**src/sv/hgsd_pkg.sv**
```systemverilog
// Shared types, constants and helpers for the glyph segment decoder.
`timescale 1ns / 1ps
package hgsd_pkg;

  localparam int QUEUE_DEPTH = 2;

  localparam logic [2:0] REG_FLAGS     = 3'd0;
  localparam logic [2:0] REG_SCALE     = 3'd1;
  localparam logic [2:0] REG_ASPECT    = 3'd2;
  localparam logic [2:0] REG_PADDING   = 3'd3;
  localparam logic [2:0] REG_SHEAR_X   = 3'd4;
  localparam logic [2:0] REG_SHEAR_Y   = 3'd5;
  localparam logic [2:0] REG_GLYPH_ROT = 3'd6;
  localparam logic [2:0] REG_STR_ROT   = 3'd7;

  localparam logic OP_START = 1'b0;
  localparam logic OP_GLYPH = 1'b1;

  localparam logic [1:0] PH_LEFT  = 2'd0;
  localparam logic [1:0] PH_RIGHT = 2'd1;
  localparam logic [1:0] PH_X     = 2'd2;
  localparam logic [1:0] PH_Y     = 2'd3;

  localparam logic [3:0]         FLAGS_RESET   = 4'h0;
  localparam logic [15:0]        SCALE_RESET   = 16'd256;
  localparam logic [31:0]        ASPECT_RESET  = 32'h1000_1000;
  localparam logic signed [23:0] PADDING_RESET = -24'sd256;

  localparam logic signed [8:0]  CHAR_BASE  = 9'sd82;
  localparam logic [7:0]         CHAR_SPACE = 8'd32;
  localparam logic signed [47:0] ONE_PIXEL  = 48'sd256;

  typedef struct packed {
    logic [3:0]         flags;
    logic [15:0]        scale;
    logic [31:0]        aspect;
    logic signed [23:0] padding;
    logic signed [15:0] shear_x;
    logic [31:0]        shear_y;
    logic [31:0]        glyph_rot;
    logic [31:0]        str_rot;
  } cfg_t;

  typedef struct packed {
    logic signed [23:0] x1;
    logic signed [23:0] y1;
    logic signed [23:0] x2;
    logic signed [23:0] y2;
    logic signed [23:0] pen_x;
    logic signed [23:0] pen_y;
    logic signed [15:0] str_x;
    logic signed [15:0] str_y;
  } job_t;

  typedef struct packed {
    logic signed [23:0] x1;
    logic signed [23:0] y1;
    logic signed [23:0] x2;
    logic signed [23:0] y2;
  } res_t;

  function automatic logic signed [23:0] sat24(input logic signed [47:0] v);
    logic signed [23:0] r;
    if (v > 48'sd8388607) r = 24'sh7FFFFF;
    else if (v < -48'sd8388608) r = 24'sh800000;
    else r = v[23:0];
    return r;
  endfunction

endpackage

```
**src/sv/hgsd_back.sv**
```systemverilog
// Back end: runs shears and rotations on both ends of a stroke with one multiplier.
`timescale 1ns / 1ps
module hgsd_back (
  input  logic           clk,
  input  logic           rst,
  input  hgsd_pkg::cfg_t cfg,
  input  logic           job_empty,
  output logic           job_pop,
  input  hgsd_pkg::job_t job,
  input  logic           res_full,
  output logic           res_push,
  output hgsd_pkg::res_t res
);
  localparam logic [3:0] B_IDLE  = 4'd0;
  localparam logic [3:0] B_LOAD  = 4'd1;
  localparam logic [3:0] B_SX1   = 4'd2;
  localparam logic [3:0] B_SX2   = 4'd3;
  localparam logic [3:0] B_SY1   = 4'd4;
  localparam logic [3:0] B_SY2   = 4'd5;
  localparam logic [3:0] B_SY3   = 4'd6;
  localparam logic [3:0] B_GPRE  = 4'd7;
  localparam logic [3:0] B_ROT1  = 4'd8;
  localparam logic [3:0] B_ROT2  = 4'd9;
  localparam logic [3:0] B_ROT3  = 4'd10;
  localparam logic [3:0] B_ROT4  = 4'd11;
  localparam logic [3:0] B_ROT5  = 4'd12;
  localparam logic [3:0] B_GPOST = 4'd13;
  localparam logic [3:0] B_FIN   = 4'd14;
  localparam logic [3:0] B_PUSH  = 4'd15;

  logic [3:0]         state, state_next;
  logic               k, rot_sel;
  hgsd_pkg::job_t     jr;
  logic signed [47:0] x, y, tmp;
  logic signed [63:0] prod, acc;
  logic signed [47:0] mul_a;
  logic signed [15:0] mul_b, rs, rc;
  logic signed [47:0] sx256, sy256, pxw, pyw;
  logic signed [23:0] r0x, r0y, fin_x, fin_y;

  function automatic logic [3:0] after_stage(input logic [1:0] lvl, input logic [3:0] f);
    logic [3:0] n;
    n = B_FIN;
    if (f[3]) n = B_ROT1;
    if (f[2] && lvl <= 2'd2) n = B_GPRE;
    if (f[1] && lvl <= 2'd1) n = B_SY1;
    if (f[0] && lvl == 2'd0) n = B_SX1;
    return n;
  endfunction

  function automatic logic signed [47:0] rnd(input logic signed [63:0] v, input int sh);
    logic signed [63:0] t;
    t = (v + (64'sd1 <<< (sh - 1))) >>> sh;
    return t[47:0];
  endfunction

  assign sx256 = 48'($signed({jr.str_x, 8'h00}));
  assign sy256 = 48'($signed({jr.str_y, 8'h00}));
  assign pxw   = 48'(jr.pen_x);
  assign pyw   = 48'(jr.pen_y);
  assign rs    = rot_sel ? $signed(cfg.glyph_rot[31:16]) : $signed(cfg.str_rot[31:16]);
  assign rc    = rot_sel ? $signed(cfg.glyph_rot[15:0]) : $signed(cfg.str_rot[15:0]);
  assign fin_x = hgsd_pkg::sat24(x + sx256);
  assign fin_y = hgsd_pkg::sat24(y + sy256);

  assign job_pop  = (state == B_IDLE) && !job_empty;
  assign res_push = (state == B_PUSH) && !res_full;
  assign res.x1   = r0x;
  assign res.y1   = r0y;
  assign res.x2   = tmp[23:0];
  assign res.y2   = acc[23:0];

  always_comb begin
    unique case (state)
      B_SX1:   begin mul_a = y; mul_b = cfg.shear_x; end
      B_SY1:   begin mul_a = x; mul_b = $signed(cfg.shear_y[31:16]); end
      B_SY2:   begin mul_a = y; mul_b = $signed(cfg.shear_y[15:0]); end
      B_ROT1:  begin mul_a = x; mul_b = rc; end
      B_ROT2:  begin mul_a = y; mul_b = rs; end
      B_ROT3:  begin mul_a = x; mul_b = rs; end
      default: begin mul_a = y; mul_b = rc; end
    endcase
  end

  always_comb begin
    state_next = state;
    unique case (state)
      B_IDLE:  if (!job_empty) state_next = B_LOAD;
      B_LOAD:  state_next = after_stage(2'd0, cfg.flags);
      B_SX1:   state_next = B_SX2;
      B_SX2:   state_next = after_stage(2'd1, cfg.flags);
      B_SY1:   state_next = B_SY2;
      B_SY2:   state_next = B_SY3;
      B_SY3:   state_next = after_stage(2'd2, cfg.flags);
      B_GPRE:  state_next = B_ROT1;
      B_ROT1:  state_next = B_ROT2;
      B_ROT2:  state_next = B_ROT3;
      B_ROT3:  state_next = B_ROT4;
      B_ROT4:  state_next = B_ROT5;
      B_ROT5:  state_next = rot_sel ? B_GPOST : B_FIN;
      B_GPOST: state_next = after_stage(2'd3, cfg.flags);
      B_FIN:   state_next = k ? B_PUSH : B_LOAD;
      B_PUSH:  if (!res_full) state_next = B_IDLE;
      default: state_next = B_IDLE;
    endcase
  end

  always_ff @(posedge clk) begin
    prod <= 64'(mul_a) * 64'(mul_b);
    unique case (state)
      B_IDLE: if (!job_empty) jr <= job;
      B_LOAD: begin
        x <= (k ? 48'(jr.x2) : 48'(jr.x1)) - sx256;
        y <= (k ? 48'(jr.y2) : 48'(jr.y1)) - sy256;
      end
      B_SX2: x <= x + rnd(prod, 12);
      B_SY2: acc <= prod;
      B_SY3: y <= rnd(acc + prod, 14) + hgsd_pkg::ONE_PIXEL;
      B_GPRE: begin
        x <= x + sx256 - pxw;
        y <= y + sy256 - pyw;
      end
      B_ROT2: acc <= prod;
      B_ROT3: tmp <= rnd(acc - prod, 14);
      B_ROT4: acc <= prod;
      B_ROT5: begin
        x <= tmp;
        y <= rnd(acc + prod, 14);
      end
      B_GPOST: begin
        x <= x + pxw - sx256;
        y <= y + pyw - sy256;
      end
      B_FIN: begin
        if (k) begin
          tmp <= 48'(fin_x);
          acc <= 64'(fin_y);
        end else begin
          r0x <= fin_x;
          r0y <= fin_y;
        end
      end
      default: ;
    endcase
  end

  always_ff @(posedge clk) begin
    if (rst) begin
      state   <= B_IDLE;
      k       <= 1'b0;
      rot_sel <= 1'b0;
    end else begin
      state <= state_next;
      if (state == B_IDLE) k <= 1'b0;
      else if (state == B_FIN) k <= 1'b1;
      if (state == B_GPRE) rot_sel <= 1'b1;
      else if (state_next == B_ROT1) rot_sel <= 1'b0;
    end
  end
endmodule

```
**config.mk**
```make
export PLATFORM = sky130hd
export DESIGN_NAME = hgsd_back
export DESIGN_NICKNAME = d
export VERILOG_FILES = /design/src/sv/hgsd_pkg.sv /design/src/sv/hgsd_back.sv
export SDC_FILE = /design/constraint.sdc
export NUM_CORES = 2
export LEC_CHECK = 0
export BUFFER_PORTS_ARGS = -buffer_cell sky130_fd_sc_hd__buf_4
export CORE_ASPECT_RATIO = 1.25
export CORE_MARGIN = 2
export CORE_UTILIZATION = 40
export CTS_CLUSTER_SIZE = 10
export DETAILED_ROUTE_END_ITERATION = 10
export PLACE_DENSITY = 0.66
export SLEW_MARGIN = 20
export SYNTH_ARGS = -nofsm -noshare
export SYNTH_HDL_FRONTEND = slang
export SYNTH_SLANG_ARGS = --single-unit
```
**constraint.sdc**
```tcl
create_clock -name clk -period 19.13 [get_ports clk]
set_input_delay 1.913 -clock clk [delete_from_list [all_inputs] [get_ports clk]]
set_output_delay 1.913 -clock clk [all_outputs]
set_load 0.01 [all_outputs]
```
; Word-level counts from Yosys, hierarchy flattened
; Index checks and enable logic that the tools add are counted.
[classes]
add_sub_neg = 17
n_mul = 1
magnitude_cmp = 4
n_reduce_logical = 18
n_eq_ne = 17
n_mux = 27
bitwise = 2
[op_table]
columns = op, count
row1 = $pmux W48 S5, 2
row2 = $sub A48 B24 Y48, 6
row3 = $add A48 B24 Y48, 4
row4 = $mux W48, 4
row5 = $add A62 B15 Y62 const B, 2
row6 = $pmux W62 S2, 1
row7 = $gt A48 B24 Y1 const B, 2
row8 = $lt A48 B24 Y1 const B, 2
row9 = $mux W24, 4
row10 = $pmux W48 S2, 1
row11 = $pmux W16 S4, 1
row12 = $pmux W4 S16, 1
row13 = $add A62 B62 Y62, 1
row14 = $mul A48 B16 Y62, 1
row15 = $mux W62, 1
row16 = $sub A62 B62 Y62, 1
row17 = $add A60 B13 Y60 const B, 1
row18 = $add A48 B10 Y48 const B, 1
row19 = $add A48 B48 Y48, 1
row20 = $eq A4 B4 Y1 const B, 9
row21 = $mux W16, 2
row22 = $mux W4, 6
row23 = $eq A4 B3 Y1 const B, 4
row24 = $reduce_bool A5 Y1, 2
row25 = 14 further kinds, 26
[word_totals]
register_bits = 498
output_inout_bits = 98

; Depth between registers and ports, before layout
[logic_depth]
ltp_word = 8
mapped_depth = 35
ltp_nobuf = 32

; Least setup slack after synthesis
; No wires, ideal clock.
[synth_timing]
path_kind = input to output
startpoint = input port job_empty
endpoint = output port job_pop
path_buffers = 0
setup_slack_ns = -1.657
arrival_ns = 18.874
stages = 1
required_ns = 17.217
path_cell_list = nor4_1
[synth_between]
elab_chain_len = 2
[synth_lines]
columns = item, line
row1 = "start, declared", hgsd_back.sv:7  ; input logic job_empty,
row2 = $logic_not A1 Y1, n/a
row3 = $logic_and A1 B1 Y1, hgsd_back.sv:66  ; assign job_pop = (state == B_IDLE) && !job_empty;
row4 = "end, declared", hgsd_back.sv:8  ; output logic job_pop,
; Every way passes these cells.

; Worst setup path after layout
[layout_timing]
startpoint = register state[3]
endpoint = register prod[59]
[layout_between]
elab_chain_len = 4
elab_cells_between_ends = 11
[layout_lines]
columns = item, line
row1 = "start, declared", hgsd_back.sv:31  ; logic [3:0] state, state_next;
row2 = "start signal, assigned", hgsd_back.sv:153  ; state <= state_next;
row3 = $eq A4 B4 Y1 / $eq A4 B3 Y1 (equally long branches), hgsd_back.sv:74  ; unique case (state)
row4 = $reduce_or A2 Y1 (no line) / $reduce_or A3 Y1 (equally long branches), n/a
row5 = $pmux W16 S4 / $mux W48 (equally long branches), hgsd_back.sv:74
row6 = $mul A48 B16 Y62 *, hgsd_back.sv:109  ; prod <= 64'(mul_a) * 64'(mul_b);
row7 = "end signal, assigned", hgsd_back.sv:109
row8 = "end, declared", hgsd_back.sv:35  ; logic signed [63:0] prod, acc;
; Mark *: on every way between the ends. The rest lies on a longest branch, timed or not.
; A chain may end at the register's enable or synchronous reset.

==> metrics <==
fin. max-slew vios=0; R2R Setup Slk=8.02 ns; FILL cells=19,000; min Tclk post-route=11.11 ns; core footprint=192,000 um^2; total track usage=31.9%; die span in y=495 um; maximum clock frequency=0.0900 GHz; cts repair resizes=0; Worst Path Max Fanout=39; CTS tree=built; Clock Path Buffers=3; IO Pins=466; Hold-fix buffers, CTS=0; ratio of final minimum period to clock period=58.1%; drc violations=0; maxcap violations=0; Syn Nets=10,900; hold depth=2; critical path's largest stage delay=0.80 ns; CTS buffer count=68; R2R cell count=30; global-route wire length before repair=461,000 um; post-synthesis instance total=9,000; sum of negative setup slack=0 ns; Synth Area per Inst=8.58 um^2; Critical-path top delay cell=dfxtp_1; Synth cell types=95; Routed Antenna Nets=0; main area contributors after synthesis=fa_1 (20%), edfxtp_1 (17%), ha_1 (13%), inv_1 (7.2%), nand2_1 (4.2%); 1st-pass router iterations=6; Ys Warns=0; Post-synth EDFFs=430; Final setup viols=0; DR iter-0 viols=6,156; vias in the first global route=70,300; Initial Utilization=40.2%; Avg Vias per Cell=5.83; pin count of the biggest net entering global routing=73; WS Path Type=reg2reg; Slew @ Worst Pin=1.21 ns; final hold violations=0; clk sinks=498; Syn Std Cell Area=77,200 um^2; setup bufs post-CTS=0; Yosys top cell by area=fa_1; PortBufs=393; worst-skew pair later-pin latency=0.75 ns; crit path capture type=flop; CP startpoint kind=flop; total congestion overflow=0; initial antenna violation count=18; standard-cell rows=180; layout cells sized above 1=9.10%; critical path arrival=11.76 ns; Synth Register Bits=498; RSZ-0062 raised after global routing=false; routed wire length per instance=26.7 um; Setup Skew=0.0566 ns; top cell type's share of synthesized area=20.3%; cell mode on critical path=fa_1; Syn-to-layout area delta=11.2%; worst path required time=19.78 ns; Max-Slew Margin vs Limit=19.3%; sequential share of the synthesized area=18.5%; Final GP Congestion=1.05; clock slew at reported path FFs=0.05 ns; drt total wl=318,000 um; Hold Crit Class=reg2reg; die area=197,000 um^2; Root Driver=clkbuf_16; H-tree depth=3; post-DP HPWL=259,000 um; status=finished clean; DR vias=69,500; Top FF cell, synth=edfxtp_1; die width=397 um; async set-reset flop share out of synthesis=0%; nets=11,200
-- layout make-up --
type / count / area, um^2 / share of cell area (%)
multi-input cells: 6691 / 56300 / 65.6
diodes: 6 / 15.0 / 0.0175
inverters: 1473 / 5530 / 6.44
flip-flops and latches: 498 / 14300 / 16.6
clock buffers: 88 / 1840 / 2.14
clock inverters: 27 / 308 / 0.359
well taps: 2548 / 3190 / 3.71
repair buffers: 581 / 4360 / 5.08
-- synthesized netlist by cell type, types with 42 or more instances --
cell / count
inv_1: 1472
nand2_1: 870
fa_1: 785
ha_1: 782
nor2_1: 662
a21oi_1: 608
edfxtp_1: 430
o21ai_0: 418
xnor2_1: 341
a21o_1: 256
clkbuf_1: 254
xor2_1: 163
nand3_1: 133
nor3_1: 119
mux2i_1: 113
nand2b_1: 98
a31oi_1: 80
nand4_1: 78
nor2b_1: 78
o21a_1: 76
o21bai_1: 75
dfxtp_1: 68
o211ai_1: 68
and3_1: 61
a221oi_1: 60
a211oi_1: 55
mux2_2: 55
or3_1: 53
o31ai_1: 49
buf_4: 48
nor4_1: 46
and2_1: 42
-- cells in the final DEF, fill, tap and decap left out, types with 26 or more instances in the layout --
| master | instances |
|---|---|
| a221o_1 | 26 |
| o31ai_1 | 48 |
| nand2b_1 | 98 |
| inv_1 | 1470 |
| o21a_1 | 76 |
| mux2i_1 | 101 |
| buf_4 | 581 |
| edfxtp_1 | 430 |
| fa_1 | 785 |
| o21bai_1 | 75 |
| nor2b_1 | 78 |
| nor4_1 | 45 |
| mux2_2 | 55 |
| o21ai_0 | 406 |
| a21o_1 | 256 |
| a211oi_1 | 55 |
| nor3_1 | 115 |
| nand2_1 | 869 |
| clkbuf_16 | 68 |
| xnor2_1 | 341 |
| a21oi_1 | 601 |
| a31oi_1 | 80 |
| xor2_1 | 163 |
| nand4_1 | 78 |
| a21boi_0 | 27 |
| o211ai_1 | 68 |
| and3_1 | 61 |
| or3_1 | 53 |
| nand3_1 | 130 |
| o21ai_1 | 32 |
| dfxtp_1 | 66 |
| a221oi_1 | 60 |
| ha_1 | 782 |
| or2_2 | 27 |
| nor2_1 | 655 |
| and2_1 | 42 |
-- per-layer routing --
metal  GRT usage (%)  share of wire [%]
met5               0              0.022
met4            24.9                9.1
met3            5.88                8.0
met2            52.1                 46
met1            36.9                 37
-- critical path, delay by kind of cell (launching register included) --
| family | cells | cell delay (ns) |
|---|---|---|
| AO/OA/AOI/OAI | 13 | 4.13 |
| buffers and inverters | 6 | 1.33 |
| flip-flops | 1 | 0.80 |
| multiplexers | 1 | 0.28 |
| adder cells (fa/ha/maj) | 7 | 3.47 |
| AND/OR/NAND/NOR | 2 | 0.75 |
| XOR/XNOR | 1 | 0.15 |
-- worst paths after layout --
check,endpoint,startpoint
max,prod[59],state[3]
min,rot_sel,rot_sel
max reg2reg,prod[59],state[3]
min reg2reg,rot_sel,rot_sel
-- flip-flops by register name (all words and copies together), names as in the netlist --
name and cells:
state 4, y 48, acc 62, rot_sel 1, k 1, x 48
r0x 24, r0y 24, prod 62, tmp 48, jr 176
-- through the flow --
| step | hold WS (ns) | area [um^2] | utilization (%) | std cells | worst slack [ns] |
|---|---|---|---|---|---|
| final | 0.535 | 85800 | 44.7 | 11900 | 8.02 |
| after floorplan | 0.525 | 77200 | - | 9000 | 5.70 |
| after global routing | 0.578 | 85800 | 44.7 | 11900 | 7.67 |
| after global placement | 0.533 | 83700 | 43.6 | 11800 | 7.97 |
| after detailed placement | 0.522 | 83700 | 43.6 | 11800 | 7.94 |
| after CTS | 0.533 | 85800 | 44.7 | 11900 | 8.03 |
-- logic make-up (layout without fill, tap and decap cells) --
kind of cell / Yosys count / count (layout) / synth area share [%]
simple gates: 2354 / 2354 / 14.0
compound gates: 2097 / 2097 / 17.5
buf+inv: 1811 / 2169 / 9.06
flops: 498 / 498 / 18.5
fa+ha+maj: 1567 / 1567 / 33.0
other cells: 0 / 6 / 0
xor+xnor: 505 / 505 / 5.74
mux: 168 / 168 / 2.27
Power is left out: the tool's default activity adds up to more than one toggle a clock period on the data nets, which glitch-free logic cannot reach.
