File: config.mk
export PLATFORM = sky130hd
export DESIGN_NAME = hgsd_front
export DESIGN_NICKNAME = d
export VERILOG_FILES = /design/src/sv/hgsd_pkg.sv /design/src/sv/hgsd_front.sv
export SDC_FILE = /design/constraint.sdc
export NUM_CORES = 2
export LEC_CHECK = 0
export BUFFER_PORTS_ARGS = -buffer_cell sky130_fd_sc_hd__buf_2
export CAP_MARGIN = 20
export CORE_ASPECT_RATIO = 1.25
export CORE_UTILIZATION = 40
export DETAILED_ROUTE_END_ITERATION = 10
export GPL_TIMING_DRIVEN = 0
export PLACE_DENSITY = 0.63
export RECOVER_POWER = 100
export SKIP_CTS_REPAIR_TIMING = 1
export SLEW_MARGIN = 20
export SYNTH_ARGS = -nofsm -noshare
export SYNTH_HDL_FRONTEND = slang
export SYNTH_SLANG_ARGS = --single-unit
File: constraint.sdc
create_clock -name clk -period 13.53 [get_ports clk]
set_clock_uncertainty 0.2 [all_clocks]
set_input_delay 0.6765 -clock clk [delete_from_list [all_inputs] [get_ports clk]]
set_output_delay 0.6765 -clock clk [all_outputs]
set_load 0.02 [all_outputs]
File: src/sv/hgsd_pkg.sv
// Shared types, constants and helpers for the glyph segment decoder.
`timescale 1ns / 1ps
package hgsd_pkg;

  localparam int QUEUE_DEPTH = 2;

  localparam logic [2:0] REG_FLAGS     = 3'd0;
  localparam logic [2:0] REG_SCALE     = 3'd1;
  localparam logic [2:0] REG_ASPECT    = 3'd2;
  localparam logic [2:0] REG_PADDING   = 3'd3;
  localparam logic [2:0] REG_SHEAR_X   = 3'd4;
  localparam logic [2:0] REG_SHEAR_Y   = 3'd5;
  localparam logic [2:0] REG_GLYPH_ROT = 3'd6;
  localparam logic [2:0] REG_STR_ROT   = 3'd7;

  localparam logic OP_START = 1'b0;
  localparam logic OP_GLYPH = 1'b1;

  localparam logic [1:0] PH_LEFT  = 2'd0;
  localparam logic [1:0] PH_RIGHT = 2'd1;
  localparam logic [1:0] PH_X     = 2'd2;
  localparam logic [1:0] PH_Y     = 2'd3;

  localparam logic [3:0]         FLAGS_RESET   = 4'h0;
  localparam logic [15:0]        SCALE_RESET   = 16'd256;
  localparam logic [31:0]        ASPECT_RESET  = 32'h1000_1000;
  localparam logic signed [23:0] PADDING_RESET = -24'sd256;

  localparam logic signed [8:0]  CHAR_BASE  = 9'sd82;
  localparam logic [7:0]         CHAR_SPACE = 8'd32;
  localparam logic signed [47:0] ONE_PIXEL  = 48'sd256;

  typedef struct packed {
    logic [3:0]         flags;
    logic [15:0]        scale;
    logic [31:0]        aspect;
    logic signed [23:0] padding;
    logic signed [15:0] shear_x;
    logic [31:0]        shear_y;
    logic [31:0]        glyph_rot;
    logic [31:0]        str_rot;
  } cfg_t;

  typedef struct packed {
    logic signed [23:0] x1;
    logic signed [23:0] y1;
    logic signed [23:0] x2;
    logic signed [23:0] y2;
    logic signed [23:0] pen_x;
    logic signed [23:0] pen_y;
    logic signed [15:0] str_x;
    logic signed [15:0] str_y;
  } job_t;

  typedef struct packed {
    logic signed [23:0] x1;
    logic signed [23:0] y1;
    logic signed [23:0] x2;
    logic signed [23:0] y2;
  } res_t;

  function automatic logic signed [23:0] sat24(input logic signed [47:0] v);
    logic signed [23:0] r;
    if (v > 48'sd8388607) r = 24'sh7FFFFF;
    else if (v < -48'sd8388608) r = 24'sh800000;
    else r = v[23:0];
    return r;
  endfunction

endpackage

File: src/sv/hgsd_front.sv
// Front end: takes glyph words, tracks pen state and emits stroke jobs.
`timescale 1ns / 1ps
module hgsd_front (
  input  logic                clk,
  input  logic                rst,
  input  logic                push,
  output logic                full,
  input  logic                op,
  input  logic [7:0]          glyph_byte,
  input  logic signed [15:0]  origin_x,
  input  logic signed [15:0]  origin_y,
  input  logic                glyph_last,
  input  hgsd_pkg::cfg_t      cfg,
  input  logic                job_full,
  output logic                job_push,
  output hgsd_pkg::job_t      job
);
  localparam logic [1:0] F_IDLE  = 2'd0;
  localparam logic [1:0] F_MUL1  = 2'd1;
  localparam logic [1:0] F_MUL2  = 2'd2;
  localparam logic [1:0] F_APPLY = 2'd3;

  logic [1:0]         state, state_next;
  logic [1:0]         phase;
  logic               sel, lifted, last_r;
  logic [7:0]         byte_r, held;
  logic signed [23:0] pen_x, pen_y, prev_x, prev_y, rm;
  logic signed [15:0] str_x, str_y;
  logic signed [25:0] p1;
  logic signed [42:0] p2;
  logic signed [30:0] off_a, off_b;

  logic [7:0]         mul_byte;
  logic signed [8:0]  d;
  logic signed [16:0] hasp, vasp, asp;
  logic signed [23:0] pen_sub, px, py, rm_new, base_x, adv;
  logic               want_job, stall;

  assign full = (state != F_IDLE);

  assign mul_byte = (phase == hgsd_pkg::PH_Y && !sel) ? held : byte_r;
  assign d        = $signed({1'b0, mul_byte}) - hgsd_pkg::CHAR_BASE;
  assign hasp     = 17'($signed(cfg.aspect[31:16]));
  assign vasp     = 17'($signed(cfg.aspect[15:0]));

  always_comb begin
    if (phase == hgsd_pkg::PH_Y) asp = sel ? vasp : hasp;
    else asp = (hasp < 0) ? -hasp : hasp;
  end

  assign p2       = 43'(p1) * 43'(asp);
  assign pen_sub  = hgsd_pkg::sat24(48'(pen_x) - 48'(off_b));
  assign px       = hgsd_pkg::sat24(48'(pen_x) + 48'(off_a));
  assign py       = hgsd_pkg::sat24(48'(pen_y) + 48'(off_b));
  assign base_x   = (phase == hgsd_pkg::PH_LEFT) ? pen_sub : pen_x;
  assign adv      = hgsd_pkg::sat24(48'(base_x) + 48'(rm_new) + 48'(cfg.padding));
  assign want_job = (state == F_APPLY) && (phase == hgsd_pkg::PH_Y) && !lifted;
  assign stall    = want_job && job_full;
  assign job_push = want_job && !job_full;

  always_comb begin
    unique case (phase)
      hgsd_pkg::PH_LEFT:  rm_new = '0;
      hgsd_pkg::PH_RIGHT: rm_new = hgsd_pkg::sat24(48'(off_b));
      default:            rm_new = rm;
    endcase
  end

  always_comb begin
    job.x1    = prev_x;
    job.y1    = prev_y;
    job.x2    = px;
    job.y2    = py;
    job.pen_x = pen_x;
    job.pen_y = pen_y;
    job.str_x = str_x;
    job.str_y = str_y;
  end

  always_comb begin
    state_next = state;
    unique case (state)
      F_IDLE: begin
        if (push && op == hgsd_pkg::OP_GLYPH) begin
          state_next = (phase == hgsd_pkg::PH_X) ? F_APPLY : F_MUL1;
        end
      end
      F_MUL1:  state_next = F_MUL2;
      F_MUL2:  state_next = (phase == hgsd_pkg::PH_Y && !sel) ? F_MUL1 : F_APPLY;
      F_APPLY: state_next = stall ? F_APPLY : F_IDLE;
      default: state_next = F_IDLE;
    endcase
  end

  always_ff @(posedge clk) begin
    p1 <= 26'(d) * 26'($signed({1'b0, cfg.scale}));
    if (state == F_IDLE && push) begin
      byte_r <= glyph_byte;
      last_r <= glyph_last;
    end
    if (state == F_MUL2) begin
      if (phase == hgsd_pkg::PH_Y && !sel) off_a <= 31'((p2 + 43'sd2048) >>> 12);
      else off_b <= 31'((p2 + 43'sd2048) >>> 12);
    end
  end

  always_ff @(posedge clk) begin
    if (rst) begin
      state  <= F_IDLE;
      phase  <= hgsd_pkg::PH_LEFT;
      sel    <= 1'b0;
      lifted <= 1'b1;
      held   <= '0;
      pen_x  <= '0;
      pen_y  <= '0;
      str_x  <= '0;
      str_y  <= '0;
      prev_x <= '0;
      prev_y <= '0;
      rm     <= '0;
    end else begin
      state <= state_next;
      if (state == F_IDLE && push) begin
        sel <= 1'b0;
        if (op == hgsd_pkg::OP_START) begin
          str_x  <= origin_x;
          str_y  <= origin_y;
          pen_x  <= {origin_x, 8'h00};
          pen_y  <= {origin_y, 8'h00};
          phase  <= hgsd_pkg::PH_LEFT;
          lifted <= 1'b1;
        end
      end
      if (state == F_MUL2 && phase == hgsd_pkg::PH_Y && !sel) begin
        sel <= 1'b1;
      end
      if (state == F_APPLY && !stall) begin
        rm <= rm_new;
        unique case (phase)
          hgsd_pkg::PH_LEFT: begin
            pen_x <= pen_sub;
            phase <= hgsd_pkg::PH_RIGHT;
          end
          hgsd_pkg::PH_RIGHT: phase <= hgsd_pkg::PH_X;
          hgsd_pkg::PH_X: begin
            if (byte_r == hgsd_pkg::CHAR_SPACE) begin
              lifted <= 1'b1;
            end else begin
              held  <= byte_r;
              phase <= hgsd_pkg::PH_Y;
            end
          end
          default: begin
            lifted <= 1'b0;
            prev_x <= px;
            prev_y <= py;
            phase  <= hgsd_pkg::PH_X;
          end
        endcase
        if (last_r) begin
          pen_x  <= adv;
          phase  <= hgsd_pkg::PH_LEFT;
          lifted <= 1'b1;
        end
      end
    end
  end
endmodule

Yosys cells after proc, flatten, opt, wreduce, memory -nomap -nowiden. Index checks and enable logic that the tools add are counted.

Flip-flop bits (word level): 239. Input port bits: 234.

Reductions and logical operators: 25. $add $sub $neg: 8. Muxes and demuxes: 40. $lt $le $gt $ge: 11. $mul: 2. Bitwise operators: 4. Eq/ne operators: 8.

Operator list (count): 2-to-1 mux 24 bit (16); > comparator 32 x 24 -> 1 bit (second input constant) (3); less-than comparator 32 x 24 -> 1 bit (second input constant) (3); adder 24 x 31 -> 32 bit (2); 2-to-1 mux 17 bit (3); case mux 24 bit (2 select lines) (1); adder 43 x 13 -> 43 bit (second input constant) (1); multiplier 26 x 17 -> 43 bit (1); subtractor 24 x 31 -> 32 bit (1); > comparator 31 x 24 -> 1 bit (second input constant) (1); less-than comparator 31 x 24 -> 1 bit (second input constant) (1); adder 25 x 24 -> 26 bit (1); > comparator 26 x 24 -> 1 bit (second input constant) (1); less-than comparator 26 x 24 -> 1 bit (second input constant) (1); multiplier 9 x 17 -> 26 bit (1); adder 24 x 24 -> 25 bit (1); 2-to-1 mux 2 bit (9); negation 16 -> 17 bit (1); less-than comparator 16 x 1 -> 1 bit (second input constant) (1); logical AND 1 bit (10); subtractor 8 x 7 -> 9 bit (second input constant) (1); == test 2 bit (second input constant) (4); == test 8 x 6 -> 1 bit (second input constant) (1); 2-to-1 mux 8 bit (1); 14 further kinds (32).

Depth between registers and ports, before layout.
Word-level depth: 12. Mapped depth: 35. Depth with buffers taken out: 34.

Worst setup path after synthesis. OpenSTA, ideal clock, no wires.

Path kind: input to register. Start: input cfg[153] (netlist bit). End: register off_a[22] (data pin). Path slack: 4.797 ns. Library setup time: 0.268 ns. Buffers on the path: 1. Cell stages on the path: 30. Arrival time: 8.265 ns. Data required time: 13.062 ns. Cell sequence: inv_1 -> ha_1 -> nand2_1 -> or3_1 -> or3_1 -> or3_1 -> or2_2 -> o21ai_0 -> o22ai_1 -> nor2_1 -> clkbuf_1 -> nand2_1 -> fa_1 -> fa_1 -> inv_1 -> fa_1 -> inv_1 -> fa_1 -> fa_1 -> inv_1 -> fa_1 -> ha_1 -> a2111oi_0 -> o211ai_1 -> a31oi_1 -> o21ai_1 -> a41oi_2 -> nand2b_1 -> a311oi_1 -> xnor2_1.

Longest elaborated chain between the ends: 5.

Ends and longest elaborated chain: from (decl) (RTL line hgsd_front.sv:13) `input hgsd_pkg::cfg_t cfg,`; negation 16 -> 17 bit or less-than comparator 16 x 1 -> 1 bit (tied branches) (RTL line hgsd_front.sv:48) `else asp = (hasp < 0) ? -hasp : hasp;`; 2-to-1 mux 17 bit (RTL line hgsd_front.sv:48); 2-to-1 mux 17 bit * (RTL line hgsd_front.sv:47) `if (phase == hgsd_pkg::PH_Y) asp = sel ? vasp : hasp;`; multiplier 26 x 17 -> 43 bit * (RTL line hgsd_front.sv:51) `assign p2 = 43'(p1) * 43'(asp);`; adder 43 x 13 -> 43 bit * (RTL line hgsd_front.sv:102) `if (phase == hgsd_pkg::PH_Y && !sel) off_a <= 31'((p2 + 43'sd2048) >>> 12);`; to (signal assigned) (RTL line hgsd_front.sv:102); to (decl) (RTL line hgsd_front.sv:31) `logic signed [30:0] off_a, off_b;`.

Every way passes the cells marked *; elsewhere a longest branch is shown, timed or not. A chain may end at the register's enable or synchronous reset.

Worst setup path after layout.
Start: register phase[0]. End: register p1[25].

Longest elaborated chain between the ends: 5.

Ends and longest elaborated chain: from (decl) (RTL line hgsd_front.sv:24) `logic [1:0] phase;`; from (signal assigned) (RTL line hgsd_front.sv:110) `phase <= hgsd_pkg::PH_LEFT;`; from (signal assigned) (RTL line hgsd_front.sv:130) `phase <= hgsd_pkg::PH_LEFT;`; from (signal assigned) (RTL line hgsd_front.sv:142) `phase <= hgsd_pkg::PH_RIGHT;`; == test 2 bit (RTL line hgsd_front.sv:41) `assign mul_byte = (phase == hgsd_pkg::PH_Y && !sel) ? held : byte_r;`; logical AND 1 bit (RTL line hgsd_front.sv:41); 2-to-1 mux 8 bit (RTL line hgsd_front.sv:41); subtractor 8 x 7 -> 9 bit (RTL line hgsd_front.sv:42) `assign d = $signed({1'b0, mul_byte}) - hgsd_pkg::CHAR_BASE;`; multiplier 9 x 17 -> 26 bit (RTL line hgsd_front.sv:96) `p1 <= 26'(d) * 26'($signed({1'b0, cfg.scale}));`; to (signal assigned) (RTL line hgsd_front.sv:96); to (decl) (RTL line hgsd_front.sv:29) `logic signed [25:0] p1;`.

No other way between the ends.

==> out/qor.yml <==
grt_max_degree: 24
drv_cap: 2
dieArea_sq_um: 91400
hold_start: "glyph_byte[6]"
io_pins: 412
finalCritPeriodShare_pct: 85.3
drc: 0
multi_input_area_sq_um: 27500
slowest_stage: "mux2i_1"
hold_class: "in -> reg"
fin_tns_setup_ps: 0
critPathMaxStageDelay_ps: 870
stdcell_count: 5665
crit_path_start: "phase[0]$_SDFF_PP0_"
syn_area_sq_um: 36100
dp_hpwl_um: 104000
met1_usage_pct: 32.2
synth.mux.area_fraction_pct: 0.676
synth_common_cells: "nand2_1, inv_1, fa_1"
grt-busiest-layer: "met2"
synth_ff_type: "dfxtp_1"
fmax_mhz: 86.7
drive_gt1_share_pct: 5.80
arrival_ps: 11850
cts_buffers: 28
crit_path_frequent_cell: "fa_1"
synthXorXnorAreaFrac_pct: 3.37
synth-edff-count: 71
regToRegStartpoint: "phase[0]$_SDFF_PP0_"
cts_max_level: 1
syn_to_final_growth_pct: 9.89
grt_use_total_pct: 27.5
grt_pass1_wl_um: 191000
ys_ff_latch: 239
critPathMaxFanout: 10
drtIter0Drc: 2110
drt-total-wl_um: 125000
viasPerCell: 5.45
yosys-top-cells-area: "fa_1, ha_1, dfxtp_1"
placementRows: 122
worstPathRequired_ps: 13840
whs_ps: 57.7
drtPass1Iterations: 6
setup_viol: 0
startpoint_type: "flip-flop"
violations: "max-capacitance violations, max-slew violations"
design.core.area_sq_um: 89000
die_h_um: 338
grt_setup_unrepaired: "no"
register_area_sq_um: 5500
netlist.area_leader.share_pct: 31.0
cp-end-kind: "flip-flop"
gp_congestion: 0.994
cts.sink_count: 239
cts_buffer_depth: 3
fin_util_pct: 44.6
place_inst: 5608
grt_pass1_vias: 32200
slew-limit-headroom_pct: -75.5
synth_top_family_by_area: "adder cells"
ant_nets: 0
synthArstFlopShare_pct: 0
synth_cell_type_count: 93
grtUsageMet3_pct: 3.13
use_met2_pct: 47.7
drv_slew: 19
fp.dieW_um: 271
cts_tree: "yes"
fin_crit_ps: 11540
cts.reportedPaths.clkPinSlew_ps: 60
worst_slew_pin_slew_ps: 2600
grt_antenna_before_repair: 5
outcome: "complete, but fails checks"
critPathKind: "reg -> reg"
gr-total-overflow: 0
yosys.area.top_type: "fa_1"
port_buffers: 281
post_synth_fa_ha_maj_area_fraction_pct: 40.6
route.vias.total: 30800
synthMostInstantiatedCell: "nand2_1"
synth_compound_area_share_pct: 13.8
clk_latency_ps: 600
cts_root_buffer: "clkbuf_16"
nNetsFinal: 5529
ys_seq_area_share_pct: 15.2
syn_avg_cell_area_sq_um: 8.72
synth-simple-area-share_pct: 17.8
initial_utilization_pct: 40.5
ys_warn_count: 0
fill_cells: 9010
wl_per_cell_um: 22.0
hold_viol: 0
syn_inst: 4137
-- cells in the final DEF, fill, tap and decap left out, types with 10 or more instances in the layout --
cell / Yosys / layout
o211ai_1: 20 / 20
nand2b_1: 42 / 42
o21ai_1: 18 / 10
dfxtp_1: 168 / 168
clkbuf_16: 0 / 29
and2_1: 213 / 210
or3_1: 44 / 44
nor3_1: 29 / 29
a21oi_2: 13 / 13
nor2b_1: 45 / 45
a31oi_1: 27 / 27
xor2_1: 34 / 34
nand4_1: 14 / 14
buf_4: 27 / 21
buf_2: 17 / 121
o22ai_1: 15 / 15
edfxtp_1: 71 / 71
a21o_1: 72 / 72
mux2i_1: 21 / 21
nand3_1: 53 / 53
fa_1: 559 / 559
clkbuf_1: 151 / 340
nand2_1: 628 / 628
a311oi_1: 56 / 56
inv_1: 574 / 574
a21oi_1: 244 / 244
xnor2_1: 105 / 105
nor2_1: 247 / 247
ha_1: 276 / 276
or2_2: 28 / 28
nor4_1: 10 / 10
o21a_1: 22 / 22
o21bai_1: 14 / 14
o21ai_0: 92 / 100
a211oi_1: 27 / 27
a21boi_0: 18 / 18
-- path summary, 6_finish.rpt --
kind / endpoint / slack (ps) / cells past startpoint
worst min register to register: rm[14]$_SDFFE_PP0P_ / 250 / 2
worst min-delay path: byte_r[6]$_DFFE_PP_ / 60 / 1
worst max-delay path: p1[25]$_DFF_P_ / 1990 / 31
worst max register to register: p1[25]$_DFF_P_ / 1990 / 31
-- sequential cells by signal, indices dropped and copies added, names as in the netlist --
signal  cells
off_a      31
phase       2
sel         1
off_b      31
held        8
state       2
pen_x      24
rm         24
str_x      16
pen_y      16
byte_r      8
p1         26
prev_y     24
prev_x     24
last_r      1
lifted      1
-- logic make-up after synthesis --
kind of cell | after synthesis
XOR/XNOR | 139
AO/OA/AOI/OAI | 735
AND/OR/NAND/NOR | 1385
flip-flops | 239
other | 1
adder cells (fa/ha/maj) | 835
multiplexers | 24
buffers and inverters | 779
-- layer usage --
metal,up-vias,wire length [um],share of wire [%]
met2,1237,59700,48
li1,14100,-,-
met1,15200,46900,38
met3,378,8320,6.7
met5,-,20,0.016
met4,2,9890,7.9
-- metrics by stage --
stage                     instance area, sq um  setup WS (ps)
after global routing                     39600           1380
after CTS                                40000           2530
after global placement                   39000           2600
after detailed placement                 39100           2570
after floorplan                          36100           4800
final                                    39700           1990
-- critical path: cells and delay by family (launching register included) --
kind	cells	cell delay (ps)
AOI/OAI and AO/OA	11	2140
buffers and inverters	6	1750
DFF	1	300
xor gates and xnor gates	2	920
adders and majority gates	7	3250
muxes	1	870
and+or+nand+nor	4	2030
-- final cells by class --
| class | count | share of cell area [%] |
|---|---|---|
| Sequential cell | 239 | 13.9 |
| Buffer | 205 | 2.20 |
| Multi-Input combinational cell | 3126 | 69.2 |
| Inverter | 574 | 5.43 |
| Clock inverter | 21 | 0.603 |
| Clock buffer | 31 | 1.85 |
| Timing Repair Buffer | 286 | 3.07 |
| Tap cell | 1178 | 3.72 |
| Antenna cell | 5 | 0.0316 |
Power is not shown: default switching activity piles up to over one toggle a cycle in this logic, so the estimate is an artifact.
