--- config.mk ---
export PLATFORM = sky130hd
export DESIGN_NAME = hgsd_fifo
export DESIGN_NICKNAME = d
export VERILOG_FILES = /design/src/sv/hgsd_fifo.sv
export SDC_FILE = /design/constraint.sdc
export NUM_CORES = 1
export LEC_CHECK = 0
export BUFFER_PORTS_ARGS = -buffer_cell sky130_fd_sc_hd__buf_2
export CORE_MARGIN = 2
export CORE_UTILIZATION = 35
export DETAILED_ROUTE_END_ITERATION = 8
export GPL_ROUTABILITY_DRIVEN = 0
export PLACE_DENSITY = 0.57
export SYNTH_ARGS = -nofsm -noshare
export SYNTH_HDL_FRONTEND = slang
export SYNTH_SLANG_ARGS = --single-unit
--- constraint.sdc ---
create_clock -name clk -period 4.4 [get_ports clk]
set_input_delay 0.44 -clock clk [delete_from_list [all_inputs] [get_ports clk]]
set_output_delay 0.44 -clock clk [all_outputs]
set_load 0.02 [all_outputs]
--- src/sv/hgsd_fifo.sv ---
// Small first-word-fall-through queue.
`timescale 1ns / 1ps
module hgsd_fifo #(
  parameter int W     = 8,
  parameter int DEPTH = 2
) (
  input  logic         clk,
  input  logic         rst,
  input  logic         push,
  output logic         full,
  input  logic [W-1:0] din,
  input  logic         pop,
  output logic         empty,
  output logic [W-1:0] dout
);
  localparam int PW = $clog2(DEPTH);
  localparam int CW = $clog2(DEPTH + 1);

  logic [W-1:0]  mem [DEPTH];
  logic [PW-1:0] wptr, rptr;
  logic [CW-1:0] count;
  logic          do_push, do_pop;

  assign full    = (count == CW'(DEPTH));
  assign empty   = (count == '0);
  assign do_push = push && !full;
  assign do_pop  = pop && !empty;
  assign dout    = mem[rptr];

  always_ff @(posedge clk) begin
    if (do_push) begin
      mem[wptr] <= din;
    end
  end

  always_ff @(posedge clk) begin
    if (rst) begin
      wptr  <= '0;
      rptr  <= '0;
      count <= '0;
    end else begin
      if (do_push) begin
        wptr <= (wptr == PW'(DEPTH - 1)) ? '0 : wptr + 1'b1;
      end
      if (do_pop) begin
        rptr <= (rptr == PW'(DEPTH - 1)) ? '0 : rptr + 1'b1;
      end
      if (do_push && !do_pop) count <= count + 1'b1;
      else if (do_pop && !do_push) count <= count - 1'b1;
    end
  end
endmodule

Yosys cells after proc, flatten, opt, wreduce, memory -nomap -nowiden
Memory sizes are Yosys's and may differ from the RTL's. A register that Yosys moved wholly into a read port is not among the register bits.
Cells that the tools add are included.
{ "totals": {"input_bits": 12, "ramBits": 16, "out_inout_bits": 10, "reg_bits": 4, "wordCells": 27, "mem_count": 1} }
{ "memory_table": {"columns": ["name", "depth", "word_bits", "rd", "rd_ports_with_merged_regs", "write_ports", "line", "text"], "rows": [
  ["mem", 2, 8, 1, 1, 1, "19", "logic [W-1:0] mem [DEPTH];"]
]} }
{ "op_classes": {"add_sub_neg": 4, "n_reduce_logical": 10, "muxes": 8, "n_eq_ne": 1} }
{ "ops": {"columns": ["operator", "n"], "rows": [
  ["$mux 1", 6],
  ["$logic_and 1x1->1", 4],
  ["$logic_not 1->1", 4],
  ["$mux 2", 2],
  ["$add 1x1->1 const B", 2],
  ["$add 2x1->2 const B", 1],
  ["$eq 2x2->1 const B", 1],
  ["$logic_not 2->1", 1],
  ["$reduce_bool 2->1", 1],
  ["$sub 2x1->2 const B", 1]
]} }

Depth between registers and ports, before layout
Gate-level depths: netlist (run 1).
{ "logic_depth": {"ltp_word": 7, "depth_mapped": 6, "ltp_nobuf": 6} }

Least setup slack after synthesis (run 1)
Ideal clock, no wire load.
{ "synth_timing": {"kind": "register -> register", "start": "reg count[1]", "end": "reg count[1]", "setup_ns": 0.070, "t_arrival_ns": 1.517, "required_ns": 4.330, "path_slack_ns": 2.813, "path_stages_with_launch": 6, "n_path_buf": 0, "cell_sequence": "dfxtp_1 -> nor2b_2 -> nor2_1 -> ha_1 -> or3_1 -> a21oi_1"} }
{ "synth_via": {"elab_chain_cells": 6, "elab_cells_between_ends": 15, "classes_between": "add/sub: 2; eq/ne: 1; mux: 2; reduce/logical: 10"} }
{ "synth_rtl": {"columns": ["item", "line", "text"], "rows": [
  ["start: declaration", "21", "logic [CW-1:0] count;"],
  ["start signal: assignment", "48", "if (do_push && !do_pop) count <= count + 1'b1;"],
  ["start signal: assignment", "49", "else if (do_pop && !do_push) count <= count - 1'b1;"],
  ["$eq 2x2->1 (*)", "24", "assign full = (count == CW'(DEPTH));"],
  ["named net full", "10", "output logic full,"],
  ["$logic_not 1->1 (*)", "26", "assign do_push = push && !full;"],
  ["$logic_and 1x1->1 (*)", "26", null],
  ["$logic_not 1->1", "49", null],
  ["$logic_and 1x1->1", "49", null],
  ["$reduce_bool 2->1 (no line)", null, null]
]} }
The timed path passes the listed nets; every way through them passes the cells marked *. The select of a mux whose other input is x is not followed.
A chain may end at the register's enable or synchronous reset.

==> flow_metrics.tcl, run 1 <==
set metrics [dict create \
    setup_viol 0 \
    clock_latency_ps 300 \
    syn-num-nets 63 \
    netlist_top_cells_area "edfxtp_1 (61%), dfxtp_1 (13%), mux2_2 (11%), xor2_1 (3.3%), nor2_1 (2.4%)" \
    placementRows 17 \
    outcome "finished clean" \
    reg2reg_slack_ps 2800 \
    power_density_mw_per_mm2 577 \
    hold_slack_ps 323 \
    cts_num_sinks 21 \
    dp.cells 98 \
    num_vias 456 \
    fmax_ghz 0.541 \
    worstSetupPathType "flip-flop to output port" \
    fin_crit_sh_pct 42.0 \
    yosys_most_used_dff "edfxtp_1" \
    crit_path_end_kind "output port" \
    io_pins 22 \
    async_reset_ff_share_pct 0 \
    grt_max_degree 12 \
    drtIter0Drc 2 \
    tns_ps 0 \
    period_minus_slack_ps 1850 \
    antenna_found_initial 0 \
    synth.distinct_cells 13 \
    cp-start-kind "flip-flop" \
    grt_pass1_wl_um 1840 \
    hold_viol_final 0 \
    multi_input_area_um2 200 \
    synth_area_leader_cell "edfxtp_1" \
    synth_top_area_share_pct 60.6 \
    ant_nets 0 \
    clkTransAtPathRegs_ps 120 \
    drc 0 \
    path_cells "mux2_2 -> buf_2" \
    utilization_pct 44.0 \
    rr_endpoint "count[1]" \
    wl_um 1190 \
    ys_seq_area_share_pct 73.2 \
    cts_tree "built" \
    yosysMostFrequentCell "edfxtp_1" \
    relSlewSlack_pct 73.7 \
    cts_root_buf "clkbuf_4" \
    crit_slowest_cell "dfxtp_1" \
    nFillCells 203 \
    worst_slew_pin_slew_ps 395 \
    rsz0062_at_grt "false" \
    cts.repair.resized 0 \
    holdBufCountCts 0 \
    vias_per_cell 4.47 \
    netlist_area_um2 793 \
    overflow 0 \
    ctsHtreeMaxLevel 1 \
    synth_cells 50 \
    grt_pass1_vias 474 \
    ys_seq_elements 21 \
    critPathMaxFanout 8 \
    synth_common_cells "edfxtp_1 (16), mux2_2 (8), dfxtp_1 (5), nor2_1 (5)" \
    die-height_um 51.6 \
    cp_slowest_stage_delay_ps 560 \
    place_ws_ps 2780 \
    drv_slew 0 \
    numCtsBuffers 3 \
    fin_cells 102 \
    skew_ps 14.6 \
    cap_violations 0 \
    area_delta_synth_final_pct 20.3 \
    p_leak_nw 0.378 \
    synth_enable_flop_cells 16 \
    wire_per_inst_um 11.6 \
    nets 88 \
    dp.final_hpwl_um 873 \
    critPathRequiredTime_ps 3960 \
    cts.path.max_buffers 2 \
    hp-class "input pin to flip-flop" \
    reg2reg_depth 4 \
    fin_ws_ps 2550 \
    dr.pass1.iters 2 \
    port_buffers 21 \
    seq_area_um2 581 \
    antenna_cells 0 \
    max-vdd-ir-drop_v 0.000331 \
    r2r-start "count[0]" \
    die_w_um 51.6 \
    initial_core_util_pct 36.6 \
    core_area_mm2 0.00217 \
    crit_path_end "dout[5]" \
    post_cts_buffers 0 \
    cp.arrival_ps 1410 \
    grt_util_all_layers_pct 9.99 \
    die-area_mm2 0.00266 \
    drive_gt1_share_pct 44.6 \
    syn_avg_cell_area_um2 15.9 \
    yosys_warnings 0 \
]
==> layout make-up <==
class                           count  share of cell area (%)
Tap cell                           28                    3.67
Timing Repair Buffer               21                    11.0
Sequential cell                    21                    60.8
Multi-Input combinational cell     26                    21.0
Clock buffer                        4                    2.75
Inverter                            2                   0.786
==> sequential cells by signal, summed over array words and instances, names as in the netlist, named ones only <==
| register | cells |
|---|---|
| count | 2 |
| mem | 16 |
| rptr | 1 |
| wptr | 1 |
==> cells in the final DEF (no fill, tap or decap) <==
cell type,instances
xor2_1,3
dfxtp_1,5
edfxtp_1,16
and2_1,1
nor2_1,5
a21oi_1,2
o21ai_0,3
or3_1,2
nor2b_2,1
clkbuf_1,1
ha_1,1
mux2_2,8
inv_1,2
clkbuf_4,3
buf_2,21
==> cells by family (layout without fill, tap and decap cells) <==
kind of cell,Yosys count,in the layout,synth area share [%]
flip-flops,21,21,73.2
XOR/XNOR,3,3,3.31
AND/OR/NAND/NOR,9,9,5.84
buffers and inverters,3,27,1.58
AO/OA/AOI/OAI,5,5,3.15
adder cells (fa/ha/maj),1,1,1.58
multiplexers,8,8,11.4
==> worst min path at each step <==
stage,cells after the start,slack [ps],startpoint,endpoint
3_3_place_gp,2,470,wptr,wptr
4_1_cts,1,320,din[0],mem[1][0]
3_5_place_dp,2,480,wptr,wptr
5_1_grt,1,300,din[0],mem[0][0]
2_1_floorplan,2,450,wptr,wptr
6_report,1,320,din[0],mem[1][0]
==> stage by stage <==
stage	cell area [µm²]	power, mW
2_1_floorplan	793	0.413
3_3_place_gp	928	0.463
3_5_place_dp	928	0.468
4_1_cts	955	0.556
5_1_grt	955	0.586
6_report	955	0.551
==> report_power, final <==
group | switching, mW | total, mW | internal [mW] | leakage, nW
clock network | 0.0544 | 0.0897 | 0.0353 | 0.0150
logic | 0.104 | 0.182 | 0.0782 | 0.172
registers | 0.0260 | 0.279 | 0.253 | 0.191
==> worst max-delay path: cells and delay by family, from the launching register on <==
kind	cells	cell delay, ps
mux	1	390
buf+inv	1	160
flops	1	560
==> metal layers <==
layer  GRT usage (%)  up-vias  wire (µm)
li1                -      230          -
met2            18.2       14        588
met5               0        -          0
met1            9.72      210        504
met4            6.58        0         10
met3            2.87        2         81
Note: power is estimated with default switching activity, not from simulation.
==> inputs of run 2 (changes only) <==
--- a/config.mk
+++ b/config.mk
@@ -10,7 +10,7 @@
 export CORE_UTILIZATION = 35
 export DETAILED_ROUTE_END_ITERATION = 8
 export GPL_ROUTABILITY_DRIVEN = 0
-export PLACE_DENSITY = 0.57
+export PLACE_DENSITY = 0.59
 export SYNTH_ARGS = -nofsm -noshare
 export SYNTH_HDL_FRONTEND = slang
 export SYNTH_SLANG_ARGS = --single-unit
==> constraint.sdc (replaced) <==
create_clock -name clk -period 1.5 [get_ports clk]
set_input_delay 0.15 -clock clk [delete_from_list [all_inputs] [get_ports clk]]
set_output_delay 0.15 -clock clk [all_outputs]
set_load 0.02 [all_outputs]
==> run 2 against run 1 <==
Against the previous run: clock power rose to 2.8 times the previous value; first-iteration DRC count did not move; via count rose by 1.3%; core utilization rose by 1.4 points; critical endpoint is now count[1]; largest cell class unchanged.
==> flow_metrics.tcl, run 2 (synthesis gave the netlist of run 1 again) <==
set metrics [dict create \
    largest_register "mem" \
    reg2reg_slack_ps 40 \
    core_area_mm2 0.00217 \
    hold_viol_final 0 \
    grt_pass1_wl_um 1930 \
    vias_per_cell 4.44 \
    placed_cell_area_um2 948 \
    skew_ps 1.07 \
    overflow 0 \
    drive_gt1_share_pct 52.6 \
    dp.final_hpwl_um 915 \
    critPathRequiredTime_ps 1720 \
    final_cell_mix "buf_2 (21), edfxtp_1 (16), mux2_2 (8)" \
    reg_top3 "mem (16), count (2)" \
    io_pins 22 \
    dp.cells 100 \
    worstSetupPathType "flip-flop to flip-flop" \
    hp-class "input pin to flip-flop" \
    die_w_um 51.6 \
    outcome "finished clean" \
    period_minus_slack_ps 1460 \
    antenna_found_initial 0 \
    num_vias 462 \
    worst_slew_pin_slew_ps 414 \
    fin_crit_sh_pct 97.3 \
    final_common_cell "buf_2" \
    initial_core_util_pct 36.6 \
    rsz0062_at_grt "true" \
    drc 0 \
    port_buffers 21 \
    min_from "din[0]" \
    die-height_um 51.6 \
    ant_nets 0 \
    placementRows 17 \
    drv_slew 0 \
    crit_start "count[1]" \
    max-vdd-ir-drop_v 0.000796 \
    grt_max_degree 12 \
    cp-start-kind "flip-flop" \
    clock_latency_ps 280 \
    clkTransAtPathRegs_ps 100 \
    dr.pass1.iters 3 \
    cp.arrival_ps 1680 \
    cts_tree "built" \
    area_delta_synth_final_pct 24.1 \
    antenna_cells 0 \
    relSlewSlack_pct 72.4 \
    nets 90 \
    fin_cells 104 \
    critPathMaxFanout 5 \
    crit_path_end_kind "flip-flop" \
    drtIter0Drc 2 \
    fmax_ghz 0.685 \
    stdcell_area_um2 985 \
    post_cts_buffers 0 \
    cts.path.max_buffers 2 \
    die-area_mm2 0.00266 \
    r2r-start "count[1]" \
    setup_viol 0 \
    cap_violations 0 \
    wire_per_inst_um 11.6 \
    cts_root_buf "clkbuf_4" \
    largest_reg_flops 16 \
    grt_util_all_layers_pct 10.2 \
    grt_pass1_vias 484 \
    numCtsBuffers 3 \
    ctsHtreeMaxLevel 1 \
    wl_um 1210 \
    power_density_mw_per_mm2 1690 \
    cts_num_sinks 21 \
    p_leak_nw 0.390 \
]
[run 2: critical path: stages (launching register included)]
cell     delay [ps]
dfxtp_2         370
nor2b_4         170
nor2_2           50
ha_1            320
or3_1           370
a21oi_2         120
[run 2: worst paths after layout]
kind | to | cells past startpoint
worst min-delay path | mem[0][0] | 1
worst min register to register | wptr | 2
worst max register to register | count[1] | 5
worst max-delay path | count[1] | 5
[run 2: per-stage QoR]
step	setup WS, ps	util (%)	hold slack, ps	total power, mW	TNS (ps)
final	40.8	45.4	46.2	1.66	0
after floorplan	0.491	-	219	1.23	0
after detailed placement	15.6	43.7	341	1.41	0
after global placement	55.2	43.7	339	1.40	0
after global routing	-31.7	45.4	23.3	1.77	-31.7
after CTS	1.50	45.0	32.2	1.67	0
[run 2: final cells by class]
cell class / instances / area [µm²]
fill: 203 / 1180
sequential: 21 / 584
multi-input combinational: 26 / 211
timing repair buffer: 23 / 120
tap: 28 / 35.0
clock buffer: 4 / 26.3
inverter: 2 / 7.51
[run 2: what timing repair did]
item                                    in CTS  in global routing
resized for setup                            2                  4
endpoints found under the hold margin        0                  0
endpoints found under the setup margin       9                  9
pin swaps                                    0                  3
hold buffers                                 0                  0
[run 2: routing by layer]
layer	GRT usage, %	part of all wire, %	wire length (µm)
met5	0	0	0
met4	5.26	0	0
met3	3.16	7.1	86
met2	18.4	51	620
met1	10.5	42	502
[run 2: where the power goes]
group          switching [mW]  leakage [nW]  total [mW]  internal (mW)
Clock                   0.144        0.0150       0.247          0.103
Sequential             0.0746         0.192       0.825          0.750
Combinational           0.325         0.184       0.592          0.267
==> inputs of run 3 (changes only) <==
--- a/config.mk
+++ b/config.mk
@@ -5,6 +5,7 @@
 export SDC_FILE = /design/constraint.sdc
 export NUM_CORES = 1
 export LEC_CHECK = 0
+export ABC_AREA = 1
 export BUFFER_PORTS_ARGS = -buffer_cell sky130_fd_sc_hd__buf_2
 export CORE_MARGIN = 2
 export CORE_UTILIZATION = 35
==> run 3 against run 2 <==
Against the previous run: routed wire length shrank 3.1%; combinational power down 0.8%; via count rose by 12%; clock skew is essentially flat; final cell count is 13% higher; clock power hardly changed; critical path depth fell by 3; largest cell class unchanged.
==> flow_metrics.tcl, run 3 <==
set metrics [dict create \
    seq_area_um2 583 \
    crit_path_end_kind "output port" \
    nets 103 \
    core_area_mm2 0.00223 \
    clkTransAtPathRegs_ps 110 \
    ant_nets 0 \
    wire_per_inst_um 10.0 \
    placed_cell_area_um2 986 \
    cap_violations 0 \
    tns_ps 0 \
    fmax_ghz 0.713 \
    crit_slowest_cell "dfxtp_2" \
    relSlewSlack_pct 86.6 \
    utilization_pct 45.5 \
    async_reset_ff_share_pct 0 \
    initial_core_util_pct 37.1 \
    synth_cells 62 \
    die-area_mm2 0.00277 \
    worstSetupPathType "flip-flop to output port" \
    skew_ps 1.42 \
    yosysMostFrequentCell "edfxtp_1" \
    synth_common_cells "edfxtp_1 (16), nor2_1 (9), mux2_2 (8)" \
    placementRows 17 \
    hp-class "input pin to flip-flop" \
    place_ws_ps 135 \
    grt_max_degree 13 \
    synth_area_leader_cell "edfxtp_1" \
    dr.pass1.iters 2 \
    netlist_area_um2 828 \
    cts_num_sinks 21 \
    synth.distinct_cells 16 \
    overflow 0 \
    critPathMaxFanout 8 \
    use_met2_pct 16.3 \
    crit_family "flip-flops" \
    grt_util_all_layers_pct 9.61 \
    largest_register "mem" \
    numCtsBuffers 3 \
    fin_ws_ps 98.1 \
    clock_latency_ps 280 \
    synth_enable_flop_cells 16 \
    finalPower_mw 1.66 \
    p_leak_nw 0.423 \
    antenna_found_initial 0 \
    reg_top3 "mem (16), count (2)" \
    power_density_mw_per_mm2 1630 \
    drv_slew 0 \
    netlist_top_cells_area "edfxtp_1 (58%), dfxtp_1 (12%), mux2_2 (11%), nor2_1 (4.1%), inv_1 (3.2%)" \
    syn-num-nets 75 \
    critPathRequiredTime_ps 1350 \
    top_usage_layer "met2" \
    die_w_um 52.6 \
    ys_seq_area_share_pct 70.1 \
    area_delta_synth_final_pct 22.7 \
    cp_slowest_stage_delay_ps 450 \
    outcome "finished clean" \
    drtIter0Drc 4 \
    cts.path.max_buffers 2 \
    period_minus_slack_ps 1400 \
    num_vias 518 \
    yosys_most_used_dff "edfxtp_1" \
    cts_tree "built" \
    max-vdd-ir-drop_v 0.000837 \
    cts_root_buf "clkbuf_4" \
    post_cts_buffers 0 \
    crit_buf_inv 1 \
    dp.final_hpwl_um 878 \
    stdcell_area_mm2 0.00102 \
    holdBufCountCts 0 \
    met1_usage_pct 10.2 \
    grt_pass1_wl_um 1840 \
    nFillCells 207 \
    die-height_um 52.6 \
    dp.cells 113 \
    grt_pass1_vias 470 \
    path_cells "mux2_2 -> buf_2" \
    fin_crit_sh_pct 93.5 \
    fin_cells 117 \
    worst_slew_pin_slew_ps 201 \
    yosys_warnings 0 \
    antenna_cells 0 \
    io_pins 22 \
    hold_viol_final 0 \
    syn_avg_cell_area_um2 13.4 \
    port_buffers 21 \
    final_cell_mix "buf_2 (21), edfxtp_1 (16), nor2_1 (9)" \
    ys_seq_elements 21 \
    synth_top_area_share_pct 58.0 \
    vias_per_cell 4.43 \
    wl_um 1170 \
    drc 0 \
    drive_gt1_share_pct 49.4 \
    final_common_cell "buf_2" \
    setup_viol 0 \
    ctsHtreeMaxLevel 1 \
    largest_reg_flops 16 \
    hold_slack_ps 43.5 \
    multi_input_area_um2 209 \
    use_met3_pct 2.86 \
    cp.arrival_ps 1250 \
    rsz0062_at_grt "false" \
    cp-start-kind "flip-flop" \
]
[run 3: path summary, 6_finish.rpt]
| check | start | endpoint | slack [ps] | depth (start not counted) |
|---|---|---|---|---|
| setup / recovery | flip-flop | dout[3] | 100 | 2 |
| hold / removal | din[1] | mem[0][1] | 40 | 1 |
| setup reg to reg | count[1] | count[1] | 160 | 9 |
| hold reg to reg | wptr | wptr | 530 | 2 |
[run 3: routing by layer]
layer  routed length, µm  share of wire (%)  up-vias
li1                    -                  -      268
met1                 496                 42      234
met2                 580                 50       14
met3                  79                6.7        2
met4                  16                1.4        0
met5                   0                  0        -
[run 3: what timing repair did]
action | CTS | global route
endpoints found under the setup margin | 8 | 1
pin swaps | 0 | 1
gates resized for setup | 1 | 2
gates cloned | 0 | 0
[run 3: layout make-up]
type / count / share of cell area, %
Timing Repair Buffer: 24 / 12.6
Multi-Input combinational cell: 31 / 20.6
Inverter: 9 / 3.33
Tap cell: 28 / 3.45
Sequential cell: 21 / 57.4
Clock buffer: 3 / 2.22
Clock inverter: 1 / 0.493
[run 3: cells by family (layout without fill, tap and decap cells)]
group | after synthesis | count (layout) | synth area share, %
fa+ha+maj | 1 | 1 | 1.51
simple gates | 16 | 16 | 8.31
mux | 8 | 8 | 10.9
flops | 21 | 21 | 70.1
compound gates | 6 | 6 | 4.53
buf+inv | 10 | 37 | 4.68
[run 3: where the power goes]
group          switching (mW)  internal, mW
combinational           0.335         0.253
clock                   0.151        0.0989
sequential             0.0719         0.746
total                   0.557          1.10
